`src/rtl/gpt_pkg.sv`:
```
`default_nettype none
package gpt_pkg;

	localparam int COUNT_BITS_DEFAULT = 16;
	localparam int TIMEOUT_BITS = 16;
	localparam logic [TIMEOUT_BITS-1:0] BEACON_TIMEOUT_RESET = 16'd2000;

	localparam logic [1:0] POS_CLOSED = 2'd0;
	localparam logic [1:0] POS_MOVING = 2'd1;
	localparam logic [1:0] POS_OPEN   = 2'd2;
	localparam logic [1:0] POS_FAULT  = 2'd3;

	localparam logic [1:0] JOB_REPORT           = 2'd0;
	localparam logic [1:0] JOB_START            = 2'd1;
	localparam logic [1:0] JOB_STOP_START       = 2'd2;
	localparam logic [1:0] JOB_START_STOP_START = 2'd3;

	localparam logic LINE_START = 1'b0;
	localparam logic LINE_STOP  = 1'b1;

	localparam logic KIND_REPORT = 1'b0;
	localparam logic KIND_PULSE  = 1'b1;

	typedef struct packed {
		logic [1:0] code;
		logic [1:0] position;
		logic       last_move_opening;
	} job_t;

endpackage
`default_nettype wire

```
`src/rtl/gpt_front.sv`:
```
`default_nettype none
module gpt_front #(
	parameter int COUNT_BITS = gpt_pkg::COUNT_BITS_DEFAULT
) (
	input  wire logic clk,
	input  wire logic arst_n,
	input  wire logic cfg_wr_en,
	input  wire logic [gpt_pkg::TIMEOUT_BITS-1:0] cfg_wr_data,
	input  wire logic accept,
	input  wire logic action,
	input  wire logic beacon,
	input  wire logic photocell,
	input  wire logic open_limit,
	input  wire logic closed_limit,
	input  wire logic want_open,
	output logic push,
	output gpt_pkg::job_t job
);

	localparam int CMP_W = (COUNT_BITS > gpt_pkg::TIMEOUT_BITS) ? COUNT_BITS
		: gpt_pkg::TIMEOUT_BITS;
	localparam logic [COUNT_BITS-1:0] COUNT_MAX = {COUNT_BITS{1'b1}};

	logic [gpt_pkg::TIMEOUT_BITS-1:0] timeout_q;
	logic moving_q, ldc_q;
	logic [1:0] gpos_q, rpos_q;
	logic [COUNT_BITS-1:0] quiet_q;

	logic moving_d, ldc_d;
	logic [1:0] gpos_d, rpos_d;
	logic [COUNT_BITS-1:0] quiet_d;
	logic need;
	logic [1:0] code_d;
	logic [1:0] end_pos;

	always_comb begin
		moving_d = moving_q;
		ldc_d    = ldc_q;
		gpos_d   = gpos_q;
		rpos_d   = rpos_q;
		quiet_d  = quiet_q;
		need     = 1'b0;
		code_d   = gpt_pkg::JOB_REPORT;
		end_pos  = want_open ? gpt_pkg::POS_OPEN : gpt_pkg::POS_CLOSED;
		if (!action) begin
			if (beacon) begin
				if (!moving_q)
					ldc_d = ~ldc_q;
				moving_d = 1'b1;
				quiet_d  = '0;
				gpos_d   = gpt_pkg::POS_MOVING;
			end else begin
				if (quiet_q != COUNT_MAX)
					quiet_d = quiet_q + 1'b1;
				if (CMP_W'(quiet_d) > CMP_W'(timeout_q)) begin
					moving_d = 1'b0;
					gpos_d   = gpt_pkg::POS_FAULT;
				end
			end
			if (photocell && moving_d) begin
				moving_d = 1'b0;
				gpos_d   = gpt_pkg::POS_FAULT;
			end
			if (open_limit) begin
				ldc_d  = 1'b0;
				gpos_d = gpt_pkg::POS_OPEN;
			end
			if (closed_limit) begin
				ldc_d  = 1'b1;
				gpos_d = gpt_pkg::POS_CLOSED;
			end
			if (rpos_q != gpos_d) begin
				rpos_d = gpos_d;
				need   = 1'b1;
			end
		end else begin
			if (moving_q) begin
				if (ldc_q == want_open) begin
					need   = 1'b1;
					code_d = gpt_pkg::JOB_STOP_START;
					ldc_d  = ~ldc_q;
				end
			end else if (gpos_q != end_pos) begin
				need   = 1'b1;
				code_d = (ldc_q == want_open) ? gpt_pkg::JOB_START
					: gpt_pkg::JOB_START_STOP_START;
			end
		end
	end

	assign push = accept && need;
	assign job.code = code_d;
	assign job.position = gpos_d;
	assign job.last_move_opening = ~ldc_d;

	always_ff @(posedge clk or negedge arst_n) begin
		if (!arst_n) begin
			timeout_q <= gpt_pkg::BEACON_TIMEOUT_RESET;
			moving_q  <= 1'b0;
			ldc_q     <= 1'b0;
			gpos_q    <= gpt_pkg::POS_CLOSED;
			rpos_q    <= gpt_pkg::POS_CLOSED;
			quiet_q   <= '0;
		end else begin
			if (cfg_wr_en)
				timeout_q <= cfg_wr_data;
			if (accept) begin
				moving_q <= moving_d;
				ldc_q    <= ldc_d;
				gpos_q   <= gpos_d;
				rpos_q   <= rpos_d;
				quiet_q  <= quiet_d;
			end
		end
	end

endmodule
`default_nettype wire

```
`src/rtl/gpt_queue.sv`:
```
`default_nettype none
module gpt_queue (
	input  wire logic clk,
	input  wire logic arst_n,
	input  wire logic push,
	input  gpt_pkg::job_t push_job,
	output logic not_full,
	input  wire logic pop,
	output logic not_empty,
	output gpt_pkg::job_t pop_job
);

	gpt_pkg::job_t mem_q [2];
	logic wr_ptr_q, rd_ptr_q;
	logic [1:0] count_q;

	assign not_full  = (count_q != 2'd2);
	assign not_empty = (count_q != 2'd0);
	assign pop_job   = mem_q[rd_ptr_q];

	always_ff @(posedge clk) begin
		if (push)
			mem_q[wr_ptr_q] <= push_job;
	end

	always_ff @(posedge clk or negedge arst_n) begin
		if (!arst_n) begin
			wr_ptr_q <= 1'b0;
			rd_ptr_q <= 1'b0;
			count_q  <= 2'd0;
		end else begin
			if (push)
				wr_ptr_q <= ~wr_ptr_q;
			if (pop)
				rd_ptr_q <= ~rd_ptr_q;
			unique case ({push, pop})
				2'b10:   count_q <= count_q + 2'd1;
				2'b01:   count_q <= count_q - 2'd1;
				default: count_q <= count_q;
			endcase
		end
	end

endmodule
`default_nettype wire

```
`src/rtl/gpt_back.sv`:
```
`default_nettype none
module gpt_back (
	input  wire logic clk,
	input  wire logic arst_n,
	input  wire logic job_valid,
	input  gpt_pkg::job_t job_in,
	output logic pop,
	output logic out_valid,
	input  wire logic out_ready,
	output logic kind,
	output logic [1:0] position,
	output logic last_move_opening,
	output logic pulse_line,
	output logic last
);

	logic busy_q;
	logic [1:0] step_q;
	gpt_pkg::job_t job_q;
	logic done;

	always_comb begin
		unique case (job_q.code)
			gpt_pkg::JOB_REPORT: begin
				pulse_line = gpt_pkg::LINE_START;
				last       = 1'b1;
			end
			gpt_pkg::JOB_START: begin
				pulse_line = gpt_pkg::LINE_START;
				last       = 1'b1;
			end
			gpt_pkg::JOB_STOP_START: begin
				pulse_line = (step_q == 2'd0) ? gpt_pkg::LINE_STOP : gpt_pkg::LINE_START;
				last       = (step_q == 2'd1);
			end
			default: begin
				pulse_line = (step_q == 2'd1) ? gpt_pkg::LINE_STOP : gpt_pkg::LINE_START;
				last       = (step_q == 2'd2);
			end
		endcase
	end

	assign kind = (job_q.code == gpt_pkg::JOB_REPORT) ? gpt_pkg::KIND_REPORT
		: gpt_pkg::KIND_PULSE;
	assign position = job_q.position;
	assign last_move_opening = job_q.last_move_opening;
	assign out_valid = busy_q;
	assign done = busy_q && out_ready && last;
	assign pop = job_valid && (!busy_q || done);

	always_ff @(posedge clk) begin
		if (pop)
			job_q <= job_in;
	end

	always_ff @(posedge clk or negedge arst_n) begin
		if (!arst_n) begin
			busy_q <= 1'b0;
			step_q <= 2'd0;
		end else begin
			priority if (pop) begin
				busy_q <= 1'b1;
				step_q <= 2'd0;
			end else if (done) begin
				busy_q <= 1'b0;
			end else if (busy_q && out_ready) begin
				step_q <= step_q + 2'd1;
			end
		end
	end

endmodule
`default_nettype wire

```
`src/rtl/gate_position_tracker_and_commander.sv`:
```
`default_nettype none
// Gate position tracker and commander. The front end takes one input transaction
// per clock while its two-entry job queue has room: sample ticks update the tracked
// state in that cycle, and sample ticks that report nothing leave no trace in the
// queue. The back end sends one result per cycle from the queue head while out_ready
// is high, so a position report gives one result and a command gives zero to three
// (stop/start pulses in button order), with the last flag on each input's final result.
// beacon_timeout is written through cfg_wr_en/cfg_wr_data and resets to 2000.
module gate_position_tracker_and_commander #(
	parameter int COUNT_BITS = gpt_pkg::COUNT_BITS_DEFAULT
) (
	input  wire logic clk,
	input  wire logic arst_n,
	input  wire logic cfg_wr_en,
	input  wire logic [gpt_pkg::TIMEOUT_BITS-1:0] cfg_wr_data,
	input  wire logic in_valid,
	output logic in_ready,
	input  wire logic action,
	input  wire logic beacon,
	input  wire logic photocell,
	input  wire logic open_limit,
	input  wire logic closed_limit,
	input  wire logic want_open,
	output logic out_valid,
	input  wire logic out_ready,
	output logic kind,
	output logic [1:0] position,
	output logic last_move_opening,
	output logic pulse_line,
	output logic last
);

	logic push, pop, not_empty;
	gpt_pkg::job_t push_job, head_job;

	gpt_front #(.COUNT_BITS(COUNT_BITS)) u_front (
		.clk(clk), .arst_n(arst_n),
		.cfg_wr_en(cfg_wr_en), .cfg_wr_data(cfg_wr_data),
		.accept(in_valid && in_ready),
		.action(action), .beacon(beacon), .photocell(photocell),
		.open_limit(open_limit), .closed_limit(closed_limit), .want_open(want_open),
		.push(push), .job(push_job)
	);

	gpt_queue u_queue (
		.clk(clk), .arst_n(arst_n),
		.push(push), .push_job(push_job), .not_full(in_ready),
		.pop(pop), .not_empty(not_empty), .pop_job(head_job)
	);

	gpt_back u_back (
		.clk(clk), .arst_n(arst_n),
		.job_valid(not_empty), .job_in(head_job), .pop(pop),
		.out_valid(out_valid), .out_ready(out_ready),
		.kind(kind), .position(position), .last_move_opening(last_move_opening),
		.pulse_line(pulse_line), .last(last)
	);

endmodule
`default_nettype wire
```
`config.mk`:
```
export PLATFORM = sky130hd
export DESIGN_NAME = gate_position_tracker_and_commander
export DESIGN_NICKNAME = d
export VERILOG_FILES = /design/src/rtl/gpt_pkg.sv /design/src/rtl/gpt_front.sv /design/src/rtl/gpt_queue.sv /design/src/rtl/gpt_back.sv /design/src/rtl/gate_position_tracker_and_commander.sv
export SDC_FILE = /design/constraint.sdc
export NUM_CORES = 1
export LEC_CHECK = 0
export ABC_AREA = 1
export ABC_CLOCK_PERIOD_IN_PS = 3300
export BUFFER_PORTS_ARGS = -buffer_cell sky130_fd_sc_hd__buf_2
export CAP_MARGIN = 5
export CORE_MARGIN = 10
export CORE_UTILIZATION = 45
export DETAILED_ROUTE_END_ITERATION = 7
export PLACE_DENSITY = 0.66
export SYNTH_ARGS = -nofsm -noshare
export SYNTH_HDL_FRONTEND = slang
export SYNTH_HIERARCHICAL = 1
export SYNTH_SLANG_ARGS = --single-unit
export TNS_END_PERCENT = 50
```
`constraint.sdc`:
```
create_clock -name clk -period 3.3 [get_ports clk]
set_input_delay 0.33 -clock clk [delete_from_list [all_inputs] [get_ports clk]]
set_output_delay 0.33 -clock clk [all_outputs]
set_load 0.02 [all_outputs]
```
### Yosys cells after proc, flatten, opt, wreduce, memory -nomap -nowiden

Memories as Yosys holds them, arrays and structs flattened. A register that Yosys moved wholly into a read port is not among the register bits.
Index checks and enable logic that the tools add are counted.

* register bits after elaboration: 45
* bits in latches: 0
* memory bits (writable): 10
* ROM bits: 0
* input port bits: 27
* word-level logic and storage cells: 98
* memories kept: 1

* add/sub/neg operators: 4
* $mul: 0
* div/mod/pow operators: 0
* $lt $le $gt $ge: 1
* equality and inequality tests: 12
* shift-type cells: 0
* muxes and demuxes: 46
* bitwise operators: 5
* reduce and logical (&&, ||, !) cells: 18

Memory list
* u_queue.mem_q: words 2, bits a word 5, rd ports 1, clocked after memory_dff 1, write ports 1, RTL line gpt_queue.sv:13 `gpt_pkg::job_t mem_q [2];`

Operator list (count)
* two-way mux 16 bit: 4
* two-way mux 2 bit: 16
* two-way mux 1 bit: 23
* adder 16 x 1 -> 16 bit (second input constant): 1
* greater-than comparator 16 bit: 1
* inequality test 16 bit (second input constant): 1
* nonzero test 2 bit: 4
* equality test 2 x 1 -> 1 bit (second input constant): 3
* equality test 2 bit (second input constant): 3
* logical AND 1 bit: 6
* inverter 1 bit: 5
* adder 2 x 1 -> 2 bit (second input constant): 2
* zero test 2 bit: 2
* inequality test 2 bit: 2
* inequality test 2 bit (second input constant): 2
* one-hot mux 1 bit (2 select lines): 2
* one-hot mux 2 bit (2 select lines): 1
* AND reduction 2 bit: 2
* AND reduction 3 bit: 1
* OR reduction 2 bit: 1
* subtractor 2 x 1 -> 2 bit (second input constant): 1
* equality test 1 bit: 1
* zero test 1 bit: 1
* logical OR 1 bit: 1

### Logic depth before layout (Yosys ltp)

Gate-level depths: netlist of the first run.

* word-level depth: 19
* gate-level depth with buffers: 36

### Hierarchy

Netlist of the first run, hierarchy kept.

Modules (own cells, without submodules)
* gpt_front: times used 1, cells an instance 320, area each 2454.9 sq um
* gpt_queue: times used 1, cells an instance 50, area each 580.6 sq um
* gpt_back: times used 1, cells an instance 43, area each 424.2 sq um
* gate_position_tracker_and_commander: times used 1, cells an instance 2, area each 7.5 sq um

### Worst setup path after synthesis of the first run

OpenSTA, ideal clock, no wires.

* path type: reg-to-reg
* start point: register u_front.quiet_q[0]
* end point: register u_queue.count_q[1]
* arrival time: 3464 ps
* slack: -281 ps
* stages on the path, launching flop included: 32
* cells stage by stage: dfrtp_1 ha_1 nand3_1 inv_2 nand3_1 nor2_2 nand4_2 nand2_2 nor3_2 nand2_2 nor2_2 xor2_1 inv_1 ha_1 nand4_1 nor3_1 nand3_1 nand2_1 nand2_1 a21oi_1 nand2_1 nand2_1 nand2_1 nand3_1 nand2_1 nand2_1 inv_1 ha_1 inv_1 nand3_2 nand2_1 nand2_1

* longest elaborated chain between the ends: 19
* elaborated cells between the ends (all ways): 24
* those cells by class: 1 x add/sub; 1 x order compare; 4 x eq/ne; 15 x mux; 3 x reduce/logical

RTL lines
* start, declared: RTL line gpt_front.sv:27 `logic [COUNT_BITS-1:0] quiet_q;`
* start signal, assigned: RTL line gpt_front.sv:112 `quiet_q <= quiet_d;`
* adder 16 x 1 -> 16 bit or inequality test 16 bit (tied branches): RTL line gpt_front.sv:54, gpt_front.sv:53
* two-way mux 16 bit *: RTL line gpt_front.sv:53 `if (quiet_q != COUNT_MAX)`
* two-way mux 16 bit *: RTL line gpt_front.sv:46 `if (beacon) begin`
* two-way mux 16 bit *: RTL line gpt_front.sv:45 `if (!action) begin`
* greater-than comparator 16 bit *: RTL line gpt_front.sv:55 `if (CMP_W'(quiet_d) > CMP_W'(timeout_q)) begin`
* two-way mux 1 bit: RTL line gpt_front.sv:55
* two-way mux 1 bit: RTL line gpt_front.sv:46
* two-way mux 1 bit: RTL line gpt_front.sv:45
* (+4 left out)
* two-way mux 2 bit *: RTL line gpt_front.sv:45
* inequality test 2 bit *: RTL line gpt_front.sv:72 `if (rpos_q != gpos_d) begin`
* two-way mux 1 bit *: RTL line gpt_front.sv:72
* two-way mux 1 bit *: RTL line gpt_front.sv:45
* logical AND 1 bit *: RTL line gpt_front.sv:91 `assign push = accept && need;`
* net push: RTL line gate_position_tracker_and_commander.sv:33 `logic push, pop, not_empty;`
* equality test 2 x 1 -> 1 bit or equality test 2 bit (tied branches): RTL line gpt_queue.sv:36 `unique case ({push, pop})`
* one-hot mux 2 bit (2 select lines) or nonzero test 2 bit (tied branches)
* end signal, assigned: RTL line gpt_queue.sv:37 `2'b10: count_q <= count_q + 2'd1;`
* end signal, assigned: RTL line gpt_queue.sv:38 `2'b01: count_q <= count_q - 2'd1;`
* end signal, assigned: RTL line gpt_queue.sv:39 `default: count_q <= count_q;`
* end, declared: RTL line gpt_queue.sv:15 `logic [1:0] count_q;`

The timed path passes the listed nets; every way through them passes the cells marked *. The select of a mux whose other input is x is not followed.
A chain may end at the register's enable or synchronous reset.

### Worst setup path after layout of the first run

Ends and elaborated chain as after synthesis.

==> results of run 1 <==
==> path summary, 6_finish.rpt <==
kind	from	endpoint	cells past startpoint
max	u_front/quiet_q[0]	u_queue/count_q[1]	31
min	arst_n	u_front/timeout_q[3]	1
max reg2reg	u_front/quiet_q[0]	u_queue/count_q[1]	31
min reg2reg	u_front/timeout_q[7]	u_front/timeout_q[7]	2
max in group asynchronous	arst_n	u_back/step_q[0]	1
min in group clk	cfg_wr_data[13]	u_front/timeout_q[13]	3
==> layout make-up <==
class,count,share of cell area
Clock buffer,9,0.0270
Clock inverter,7,0.0216
Inverter,78,0.0650
Multi-Input combinational cell,268,0.389
Sequential cell,60,0.346
Tap cell,99,0.0270
Timing Repair Buffer,87,0.125
==> power breakdown <==
group          switching [uW]  total, uW  internal (uW)
clock                     313        741            428
combinational             678       1150            469
sequential                128       1110            977
==> through the flow <==
stage	cells	area (um2)	hold WS (ns)	util	total power, uW
2_1_floorplan	415	3510	0.0344	-	1830
3_3_place_gp	582	4080	0.487	0.554	2110
3_5_place_dp	582	4080	0.492	0.554	2150
4_1_cts	605	4420	0.171	0.599	2930
5_1_grt	608	4580	0.190	0.621	3230
6_report	608	4580	0.176	0.621	2990
==> synthesized netlist by cell type (2+ instances only) <==
library cell  count
a31oi_1           2
a21o_1            2
inv_1            72
nand4_1           3
o21ai_0          37
xor2_1            9
a21oi_1          14
nand2_2           9
dfrtp_1          39
buf_4             3
inv_2             6
dfstp_2           6
o22ai_1           6
o21ai_1          10
nor2_2            4
nand3_1          17
nand2_1          94
clkbuf_1          6
o31ai_1           2
nor2_1           13
nor2_4            2
nor3_1            5
nor3_2            2
nand3_2           5
edfxtp_1         15
ha_1             21
==> per-layer routing <==
layer / share of wire / GRT usage
met3: 0.045 / 0.0407
met1: 0.42 / 0.167
met4: 0.017 / 0.0553
met5: 0 / 0
met2: 0.52 / 0.255
==> state kept, by name, summed over array words and instances (netlist names), 2 cells and up <==
register / flops
u_front/timeout_q: 16
u_front/gpos_q: 2
u_back/position: 2
u_front/quiet_q: 16
u_queue/count_q: 2
u_queue/mem_q: 10
u_front/rpos_q: 2
u_back/job_q: 2
u_back/step_q: 2
==> cell families (layout without fill, tap and decap cells) <==
group | count (synthesis) | in the layout
AO/OA/AOI/OAI | 77 | 77
flip-flops | 60 | 60
adder cells (fa/ha/maj) | 21 | 21
AND/OR/NAND/NOR | 158 | 158
multiplexers | 1 | 1
XOR/XNOR | 11 | 11
buffers and inverters | 87 | 181
==> timing repair <==
item | 4_1_cts | 5_1_grt
endpoints found under the setup margin | 15 | 17
setup buffers | 7 | 3
resized for setup | 14 | 30
pin swaps | 10 | 15
==> impl.org, run 1 <==
** Finish
- Area delta synth->final :: 32.1%
- Count of filler cells inserted in the layout :: 650
- 0 antenna diodes ended up in the layout.
- The library cells used most frequently in the layout, excluding fill and tap cells, are nand2_1 (83), inv_1 (69), buf_4 (52), dfrtp_1 (39), o21ai_0 (36).
- Area of the multi-input gates :: 1780 um2
- Area of all sequential standard cells :: 1580 um2
- The library cell used most frequently in the layout, excluding fill and tap cells, is nand2_1.
- Layout cells sized above 1 :: 0.354
- Number of nets in the layout :: 552

** Critical path
- The worst setup path is captured at a flop.
- Buf/Inv on CP :: 4
- Critical setup path kind :: flop to flop
- Of all nets on the critical path, the largest fanout is 3.
- Most repeated library cell on the critical path :: nand2_2
- Crit-path max cell delay :: 0.39 ns
- For the worst setup path, the data required time is 3.53 ns.
- Element type at the critical path start :: flop
- Minimum setup slack among reg-to-reg paths :: -0.32 ns
- On the critical path the largest part of the delay comes from simple AND/OR/NAND/NOR gates.
- STA puts the critical path data arrival time at 3.85 ns.
- Critical-path top delay cell :: dfrtp_1

** Timing
- After layout, the worst setup slack is -0.322 ns.
- Setup violations remaining at the end of the flow were counted as 13.
- In the finished design, the share of the clock period the worst path needs comes to 1.10.
- Subtracting the final worst setup slack from the clock period gives 3.62 ns.
- Max frequency :: 0.276 GHz
- The number of endpoints with negative hold slack in the final report was 0.
- After routing, the total negative slack on setup checks comes to -3.35 ns.
- Worst max-slew margin expressed relative to the limit :: 0.300
- At the pin with the least slew margin, the transition time is 1.05 ns.
- Worst-case clock skew :: 0.0113 ns
- The final number of max-transition violations is 0.
- Setup repair after global routing could not meet its margin everywhere.

** Synth
- Fraction of synthesized cell area in xor and xnor cells :: 0.0300
- The portion of synthesized area spent on multiplexers is 0.00325.
- Simple-Gate Fraction of Synth Area :: 0.215
- The cell area that synthesis handed to floorplanning was 3470 um2.
- Share of the synthesized area in the top cell type :: 0.281
- Synth Area in Compound Gates :: 0.122
- By area the synthesized netlist is led by dfrtp_1 (28%), edfxtp_1 (13%), nand2_1 (10%), inv_1 (7.8%), ha_1 (7.6%).
- Synth warnings :: 6
- Net Count, Synth :: 463
- Adder and majority gate portion of the synthesized area :: 0.0758
- Yosys mapped a number of flops with a built-in enable equal to 15.
- Synthesized instance count :: 415
- After synthesis, the share of flip-flops with an asynchronous set or reset is 0.750.
- Total of flip-flops plus latches after synthesis :: 60
- By area, the combinational part of the netlist is dominated by simple AND/OR/NAND/NOR gates.
- The largest total area in the synthesized netlist belongs to dfrtp_1.
- Part of the Yosys area used for sequential elements :: 0.457
- Most used flip-flop cell after synthesis :: dfrtp_1
- Cell variety after synth :: 37
- Average footprint of a synthesized cell :: 8.35 um2

** GRT
- Pin count of the biggest net entering global routing :: 46
- The first global-routing pass estimated 13.8 mm of wire.
- The number of antenna violations at the first check in global routing is 0.
- The total overflow left after global routing is 0.
- Aggregate global-route resource usage :: 0.146
- Number of global-route vias before repair :: 3,081

** Detailed routing
- Final routed wire length divided by cell count :: 13.1 um
- After detailed routing, the number of vias per cell comes to 4.94.
- The detail route stage leaves a number of antenna-violating nets equal to 0.
- For this run, design rule violations remaining after detail routing come to 0.
- Before antenna repair, the detailed router went through 4 iterations.
- DRC violation total after the first TritonRoute iteration :: 138
- After detailed routing, the total wire length is 7.97 mm.
- Via total after detailed routing :: 3,006

** Clock network
- Maximum level of the CTS H-tree :: 3
- TritonCTS created 9 clock buffers.
- In this run the deepest clock path goes through 2 buffers.
- The root buffer cell chosen for the clock tree is clkbuf_8.
- Counting every sink on the clock net gives 60.
- CTS tree :: built
- Clock network latency to the later pin of the worst-skew pair :: 0.35 ns
- CTS clock-pin slew for the worst setup and hold paths :: 0.07 ns
- The number of hold buffers added after CTS was 0.

** Floorplanning
- The floorplan has 31 rows.
- Ports placed on the boundary :: 35
- Core area :: 7370 um2
- The die covers 11,600 um2.
- The initial utilization of the core area, before any placement, comes to 0.470.
- Die width :: 108 um
- Vertical die dimension :: 108 um

** Place
- The wire-length estimate of the detail-placed layout is 5.75 mm.
- Input and output buffers added on the ports amount to 34.
- Final Wtd Congestion :: 0.918
- DP Worst Slack :: -0.478 ns

** Run status
- Status :: finished with violations
- Violated checks :: negative setup slack

** Run
- Max-cap violation count :: 0

** Power
- Dividing total power by cell area gives a power density of 654 nW/um2.
- Worst voltage drop across the vdd grid :: 0.396 mV
- Leak :: 0.00230 uW

** Hold path
- In this run the worst hold path is classified as input port to asynchronous set/reset pin.
Power figures use the tool's default switching activity.
==> run 2, diff against run 1 <==
--- a/config.mk
+++ b/config.mk
@@ -7,12 +7,11 @@
 export LEC_CHECK = 0
 export ABC_AREA = 1
 export ABC_CLOCK_PERIOD_IN_PS = 3300
-export BUFFER_PORTS_ARGS = -buffer_cell sky130_fd_sc_hd__buf_2
 export CAP_MARGIN = 5
 export CORE_MARGIN = 10
 export CORE_UTILIZATION = 45
 export DETAILED_ROUTE_END_ITERATION = 7
-export PLACE_DENSITY = 0.66
+export DONT_BUFFER_PORTS = 1
 export SYNTH_ARGS = -nofsm -noshare
 export SYNTH_HDL_FRONTEND = slang
 export SYNTH_HIERARCHICAL = 1
==> run 2 against run 1 <==
Effect of this change: the flow still finishes with violations (negative setup slack); global-route usage down 0.28 points; die area unchanged; utilization decreased by 3.0 points; critical endpoint is now u_queue/mem_q[1][4]; highest routed layer unchanged; non-clock buffer count fell by 25.
==> impl.org, run 2 (same netlist as run 1, synthesis figures left out) <==
** Critical path
- Together, buffers and inverters on the worst path number 6.
- Critical-path top delay cell :: dfrtp_1
- Peak fanout along the critical path :: 5
- Number of cells traversed by the worst register-to-register path :: 32
- Counting buffers and inverters, the worst setup path is 32 cells deep.
- Arr. time, crit path :: 3.99 ns
- Worst path top cell family by delay :: simple AND/OR/NAND/NOR gates
- Critical setup path kind :: flop to flop
- The worst setup path is captured at a flop.
- Counting stages on the worst path, the most repeated cell is nand2_2.
- Element type at the critical path start :: flop
- Data required time at the worst endpoint :: 3.36 ns
- In this design, the stage delay of the slowest critical-path cell is 0.39 ns.

** Detailed routing
- Across all layers, the routed design uses 2,868 vias.
- After the first detailed-routing iteration, the DRC count stood at 113.
- Number of DRC violations after detailed routing :: 0
- Final wirelength :: 8.07 mm
- Final routed wire length divided by cell count :: 13.8 um
- The pre-antenna-repair detailed-routing pass consisted of 4 iterations.
- The detail route stage leaves a number of antenna-violating nets equal to 0.
- Vias/cell :: 4.92

** Clock network
- CTS tree :: built
- CTS clock-pin slew for the worst setup and hold paths :: 0.07 ns
- Clock tree synthesis inserted a total of 9 buffers.
- At the later pin of the worst-skew pair, clock insertion delay measures 0.34 ns.
- In this run the number of H-tree levels came out at 3.
- The root buffer cell chosen for the clock tree is clkbuf_8.
- Maximum buffer depth of the clock tree :: 2
- Counting every sink on the clock net gives 60.

** Floorplanning
- From left edge to right edge, the die measures 108 um.
- Vertical die dimension :: 108 um
- Number of standard-cell rows in the floorplan :: 31
- The die covers 11,600 um2.
- For this configuration, the core starts out at a cell density of 0.470.
- Pin placement for this block handled 35 I/O pins.
- The region available for standard cell placement spans 7370 um2.

** Run status
- Status :: finished with violations
- The checks that failed: negative setup slack.

** GRT
- Met1 Usage GRT :: 0.165
- Summed over all layers, the global routing overflow is 0.
- Pin count of the biggest net entering global routing :: 46
- The first global-routing pass estimated 13.3 mm of wire.
- After global routing, the most crowded layer is met2.
- For this run, global-route usage on met3 was measured as 0.0377.
- The number of antenna violations at the first check in global routing was 0.
- Aggregate global-route resource usage :: 0.144
- The number of global-route vias before repair was 2,862.
- For met2 alone, demand over resource in global routing was 0.248.

** Timing
- Tmin final :: 3.93 ns
- Setup total negative slack on the finished layout was measured at -7.62 ns.
- Measured against its own limit, the worst slew margin works out to 0.716.
- Of the available clock period, the critical path in the final layout requires 1.19.
- Crit path setup slack, layout :: -0.634 ns
- Number of max-slew violations in the final report :: 0
- Static timing analysis puts the maximum clock frequency at 0.254 GHz.
- Setup repair after global routing missed its margin :: true
- Worst-case clock skew :: 0.0103 ns
- Tightest Pin Transition :: 0.425 ns
- The number of endpoints with negative hold slack in the final report was 0.
- # setup viols final :: 17

** Finish
- The library cell used most frequently in the layout, excluding fill and tap cells, is nand2_1.
- The finished cells cover 4360 um2.
- Layout cells sized above 1 :: 0.287
- Highest-count cells in the layout ignoring fill and taps :: nand2_1 (86), inv_1 (69), buf_4 (58), dfrtp_1 (39), o21ai_0 (35)
- Count of filler cells inserted in the layout :: 679
- Relative to the synthesized area, the layout overhead comes to 25.6%.
- Ant diodes :: 0
- Number of nets in the layout :: 527
- Leaving out filler cells and counting taps, the final layout contains 583.
- The largest registers in the layout are u_front/quiet_q x16, u_front/timeout_q x16, u_queue/mem_q x10.

** Hold path
- The path class of the tightest hold or removal check is input port to flop.
- Counting instances, the worst hold path has a depth of 1.

** Place
- The wire-length estimate of the detail-placed layout is 5.83 mm.
- DP Area :: 3960 um2
- Post-Place Cells :: 554
- At the end of routability-driven placement, the weighted congestion stood at 0.887.
- Count of port buffers added during placement :: 0

** Run
- Max-cap violation count :: 0

** Power
- VDD sags by at most 0.262 mV.
- Dividing total power by cell area gives a power density of 646 nW/um2.
- Summed over all cells, the static leakage comes to 0.00216 uW.
## run 2: through the flow
step                      worst slack (ns)  power [uW]   util  hold WS (ns)
after global routing                -0.903        3030  0.591        0.0451
final                               -0.634        2810  0.591        0.0564
after detailed placement            -0.586        2080  0.537        0.0364
after CTS                           -0.497        2790  0.580        0.0439
after floorplan                     -0.123        1830      -        0.0344
after global placement              -0.548        2050  0.537        0.0364
## run 2: path summary, 6_finish.rpt
check	to	slack (ns)	from
max	u_queue/mem_q[1][4]	-0.63	u_front/quiet_q[1]
min reg2reg	u_front/timeout_q[4]	0.50	u_front/timeout_q[4]
max reg2reg	u_queue/mem_q[1][4]	-0.63	u_front/quiet_q[1]
min	u_front/timeout_q[8]	0.06	cfg_wr_en
max in group asynchronous	u_front/timeout_q[9]	2.53	arst_n
min in group asynchronous	u_front/quiet_q[11]	0.50	arst_n
## run 2: per-layer routing
layer	vias up	part of all wire	wire length [um]
met5	-	0	0
met4	0	0.016	132
met3	11	0.032	261
met2	42	0.51	4140
met1	1350	0.44	3530
li1	1465	-	-
## run 2: repair_timing
item	in CTS	in global routing
setup buffers	8	3
setup endpoints to repair	17	21
hold buffers	2	0
gates resized for setup	10	15
endpoints found under the hold margin	45	0
pin swaps	19	14
## run 2: power by group
group / total [uW] / internal, uW / leakage [uW] / switching (uW)
sequential: 1150 / 979 / 0.000707 / 168
combinational: 1010 / 412 / 0.00136 / 599
clock: 655 / 344 / 0.0000926 / 310
total: 2810 / 1740 / 0.00216 / 1080
## run 2: cell type report
class | count | area (um2) | area share
clock buffer | 9 | 124 | 0.0284
inverter | 78 | 298 | 0.0684
clock inverter | 7 | 67.6 | 0.0155
sequential | 60 | 1580 | 0.364
multi-input combinational | 268 | 1660 | 0.382
tap | 99 | 124 | 0.0284
timing repair buffer | 62 | 495 | 0.114
==> run 3, diff against run 2 <==
--- a/config.mk
+++ b/config.mk
@@ -5,13 +5,13 @@
 export SDC_FILE = /design/constraint.sdc
 export NUM_CORES = 1
 export LEC_CHECK = 0
-export ABC_AREA = 1
 export ABC_CLOCK_PERIOD_IN_PS = 3300
 export CAP_MARGIN = 5
 export CORE_MARGIN = 10
 export CORE_UTILIZATION = 45
 export DETAILED_ROUTE_END_ITERATION = 7
 export DONT_BUFFER_PORTS = 1
+export REMOVE_ABC_BUFFERS = 1
 export SYNTH_ARGS = -nofsm -noshare
 export SYNTH_HDL_FRONTEND = slang
 export SYNTH_HIERARCHICAL = 1
==> run 3 against run 2 <==
Effect of this change: the run still ends with negative setup slack left; routed wire length decreased by 5.0%; highest routed layer unchanged; final cell count decreased by 13%; clock power increased by 15%; register-to-register slack improved by 0.08 ns; global-route usage decreased by 0.33 points; sequential cell count unchanged.
==> impl.org, run 3 <==
** Run status
- The flow ran to the end, but the final reports show violations.
- Violated checks :: negative setup slack

** Power
- Sum of internal, switching and leakage power :: 2730 uW
- Worst voltage drop across the vdd grid :: 0.349 mV
- Pwr/cell area :: 634 nW/um2
- Leak :: 0.00195 uW

** Detailed routing
- Once detail routing completed, the nets flagged for antenna violations numbered 0.
- Number of DRC violations after detailed routing :: 0
- The final route contains 2,719 vias.
- Final routed wire length divided by cell count :: 15.2 um
- DRC violation total after the first TritonRoute iteration :: 173
- Final wirelength :: 7.67 mm
- Detailed Routing Iterations Pass 1 :: 4
- Using the TritonRoute via totals, the vias-per-cell ratio works out to 5.38.

** Critical path
- Together, buffers and inverters on the worst path number 5.
- Broken down by cell family, the worst path's largest delay share belongs to simple AND/OR/NAND/NOR gates.
- Critical-path top delay cell :: dfrtp_1
- Tracing the worst setup path back leads to its startpoint at u_front/quiet_q[9].
- Data required time at the worst endpoint :: 3.56 ns
- Reg2reg start :: u_front/quiet_q[9]
- Element type at the critical path start :: flop
- The worst setup path is of the flop to flop kind.
- Kind of end point of the critical path :: flop
- Of all nets on the critical path, the largest fanout is 7.
- At the worst endpoint, the arrival time is 4.11 ns.
- On the worst path, the slowest cell contributes a delay of 0.38 ns.
- Traced cell by cell, the critical path runs through nand3_2, buf_6, nor4_4, buf_4, buf_4, nand4_1, buf_4, nand4_1, xnor2_1, ha_1, nand2_1, nor2_1, and2_1, o22ai_1, o31ai_4, or3_1, nand4_1, inv_2, ha_4, xnor2_1, nor2_1, xor2_1.

** Hold path
- Startpoint of the worst hold path :: cfg_wr_en
- The worst hold path belongs to the class input port to flop.

** Timing
- Setup violations remaining at the end of the flow were counted as 19.
- Max frequency :: 0.260 GHz
- Setup repair after global routing could not meet its margin everywhere.
- The final number of max-transition violations was 0.
- Clock skew on the completed layout was measured at 0.0159 ns.
- Number of hold violations in the final report :: 0
- Worst max-slew margin expressed relative to the limit :: 0.414
- Tightest Pin Transition :: 0.880 ns
- Part of the cycle the worst path needs :: 1.17
- Tmin final :: 3.85 ns
- Crit path setup slack, layout :: -0.549 ns

** Synth
- During synthesis, Yosys emitted a total of 6 warnings.
- For this run, the register share of the synthesized area comes to 0.465.
- A synthesized cell averages 9.79 um2.
- Library cell occupying the most area in the post-synthesis netlist :: dfrtp_1
- Share of the synthesized area in the top cell type :: 0.286
- Most used flip-flop cell after synthesis :: dfrtp_1
- Top cells by area in the synthesized netlist :: dfrtp_1 (29%), edfxtp_1 (13%), ha_1 (7.7%), nand2_1 (5.1%), dfstp_2 (4.6%)
- Synthesis instantiated 55 different standard cells from the library.
- Yosys mapped a number of flops with a built-in enable equal to 15.
- Commonest cells in the synthesized netlist :: nand2_1 (46), dfrtp_1 (39), inv_1 (29)
- The most common cell in the synthesized netlist is nand2_1.
- Synthesized instance count :: 348
- After synthesis the netlist holds a flip-flop and latch count of 60.
- After synthesis the cells add up to 3410 um2.
- Share of flip-flops with an asynchronous set or reset after synthesis :: 0.750

** Floorplanning
- Vertical die dimension :: 107 um
- Area of the die :: 11,500 um2
- Initial Util :: 0.467
- Ports placed on the boundary :: 35
- Number of standard-cell rows in the floorplan :: 31
- Core area :: 7290 um2
- Die width :: 107 um

** Finish
- Final Util :: 0.590
- Number of nets in the layout :: 449
- Excluding fillers, the count of instances in the completed layout stands at 505.
- Of the cells placed in the final design, the portion with a size suffix greater than 1 is 0.266.
- Relative to the synthesized area, the layout overhead comes to 26.4%.
- Highest-count cells in the layout ignoring fill and taps :: buf_4 (48), nand2_1 (45), dfrtp_1 (39), inv_1 (28), o21ai_0 (26)
- Ant diodes :: 0
- Largest registers :: u_front/quiet_q x16, u_front/timeout_q x16, u_queue/mem_q x10
- Most common cell after layout, fill and taps aside :: buf_4

** GRT
- Entering global routing, the biggest net connects 46 pins.
- The number of global-route vias before repair is 2,717.
- The number of antenna violations at the first check in global routing came to 0.
- Overflow left after global routing :: 0
- First-pass GRT wire length :: 13.0 mm
- Across every metal layer, demand over resource in global routing totals 0.140.

** Run
- Max-cap violation count :: 0

** Clock network
- CTS clock-pin slew for the worst setup and hold paths :: 0.08 ns
- At the later pin of the worst-skew pair, clock insertion delay measures 0.35 ns.
- CTS tree :: built
- CTS sink cnt :: 60
- Maximum buffer depth of the clock tree :: 2
- The tree is rooted in a clkbuf_8.
- The H-tree was split into 3 levels.
- Number of buffers added by the clock tree synthesis step :: 9

** Place
- Final HPWL from detailed placement :: 5.25 mm
- Including well taps, the total number of placed cells is 472.
- Count of port buffers added during placement :: 0
- At the end of routability-driven placement, the weighted congestion stood at 0.845.
-- run 3: through the flow --
stage	setup slack, ns	hold slack (ns)	TNS [ns]	instance area (um2)
after global placement	-0.646	0.0360	-7.98	3750
after floorplan	-0.834	0.0344	-10.50	3340
after CTS	-0.516	0.0292	-6.14	4250
final	-0.549	0.0425	-7.04	4310
after detailed placement	-0.745	0.0360	-9.25	3750
after global routing	-0.746	0.0271	-10.45	4310
-- run 3: repair_timing --
item	in CTS	in global routing
buffers inserted	12	3
pin swaps	19	9
hold endpoints to repair	45	0
endpoints found under the setup margin	21	21
hold buffers	2	0
gates resized for setup	31	7
-- run 3: cells by family (layout without fill, tap and decap cells) --
kind of cell	count (synthesis)	after routing	share of synthesized area
adders and majority gates	21	21	0.0771
xor gates and xnor gates	17	17	0.0437
DFF	60	60	0.465
AOI/OAI and AO/OA	77	77	0.140
buffers and inverters	42	100	0.0510
muxes	18	18	0.0558
and+or+nand+nor	113	113	0.167
-- run 3: routing by layer --
layer  routed length [um]  global-route usage  vias up  share of wire
met5                    0                   0        -              0
met3                  412              0.0431        8          0.054
li1                     -                   -     1321              -
met4                   74              0.0464        0         0.0097
met1                 3570               0.175     1325           0.47
met2                 3610               0.226       65           0.47
-- run 3: power by group --
group          leakage [uW]  switching [uW]  internal (uW)  total, uW
combinational       0.00114             449            382        831
clock              0.000110             327            429        756
sequential         0.000701             166            975       1140
-- run 3: final cells by class --
cell class	instances	area, um2
flip-flops and latches	60	1580
fillers	648	2990
clock buffers	9	124
inverters	29	109
multi-input cells	246	1810
repair buffers	55	454
well taps	99	124
clock inverters	7	98.8
-- run 3: path summary, 6_finish.rpt --
| path | endpoint | slack (ns) | cells past startpoint |
|---|---|---|---|
| min in group asynchronous | u_front/quiet_q[13] | 0.51 | 2 |
| setup / recovery | u_queue/count_q[1] | -0.55 | 22 |
| max in group asynchronous | u_front/timeout_q[7] | 2.50 | 2 |
| setup reg to reg | u_queue/count_q[1] | -0.55 | 22 |
| hold / removal | u_front/timeout_q[10] | 0.04 | 1 |
| hold reg to reg | u_front/rpos_q[0] | 0.50 | 2 |
-- run 3: worst register-to-register path, delay by kind of cell (launching register included) --
kind            cells  cell delay (ns)
flops               1             0.38
compound gates      2             0.38
fa+ha+maj           2             0.44
simple gates       10             1.46
buf+inv             5             0.68
xor+xnor            3             0.44
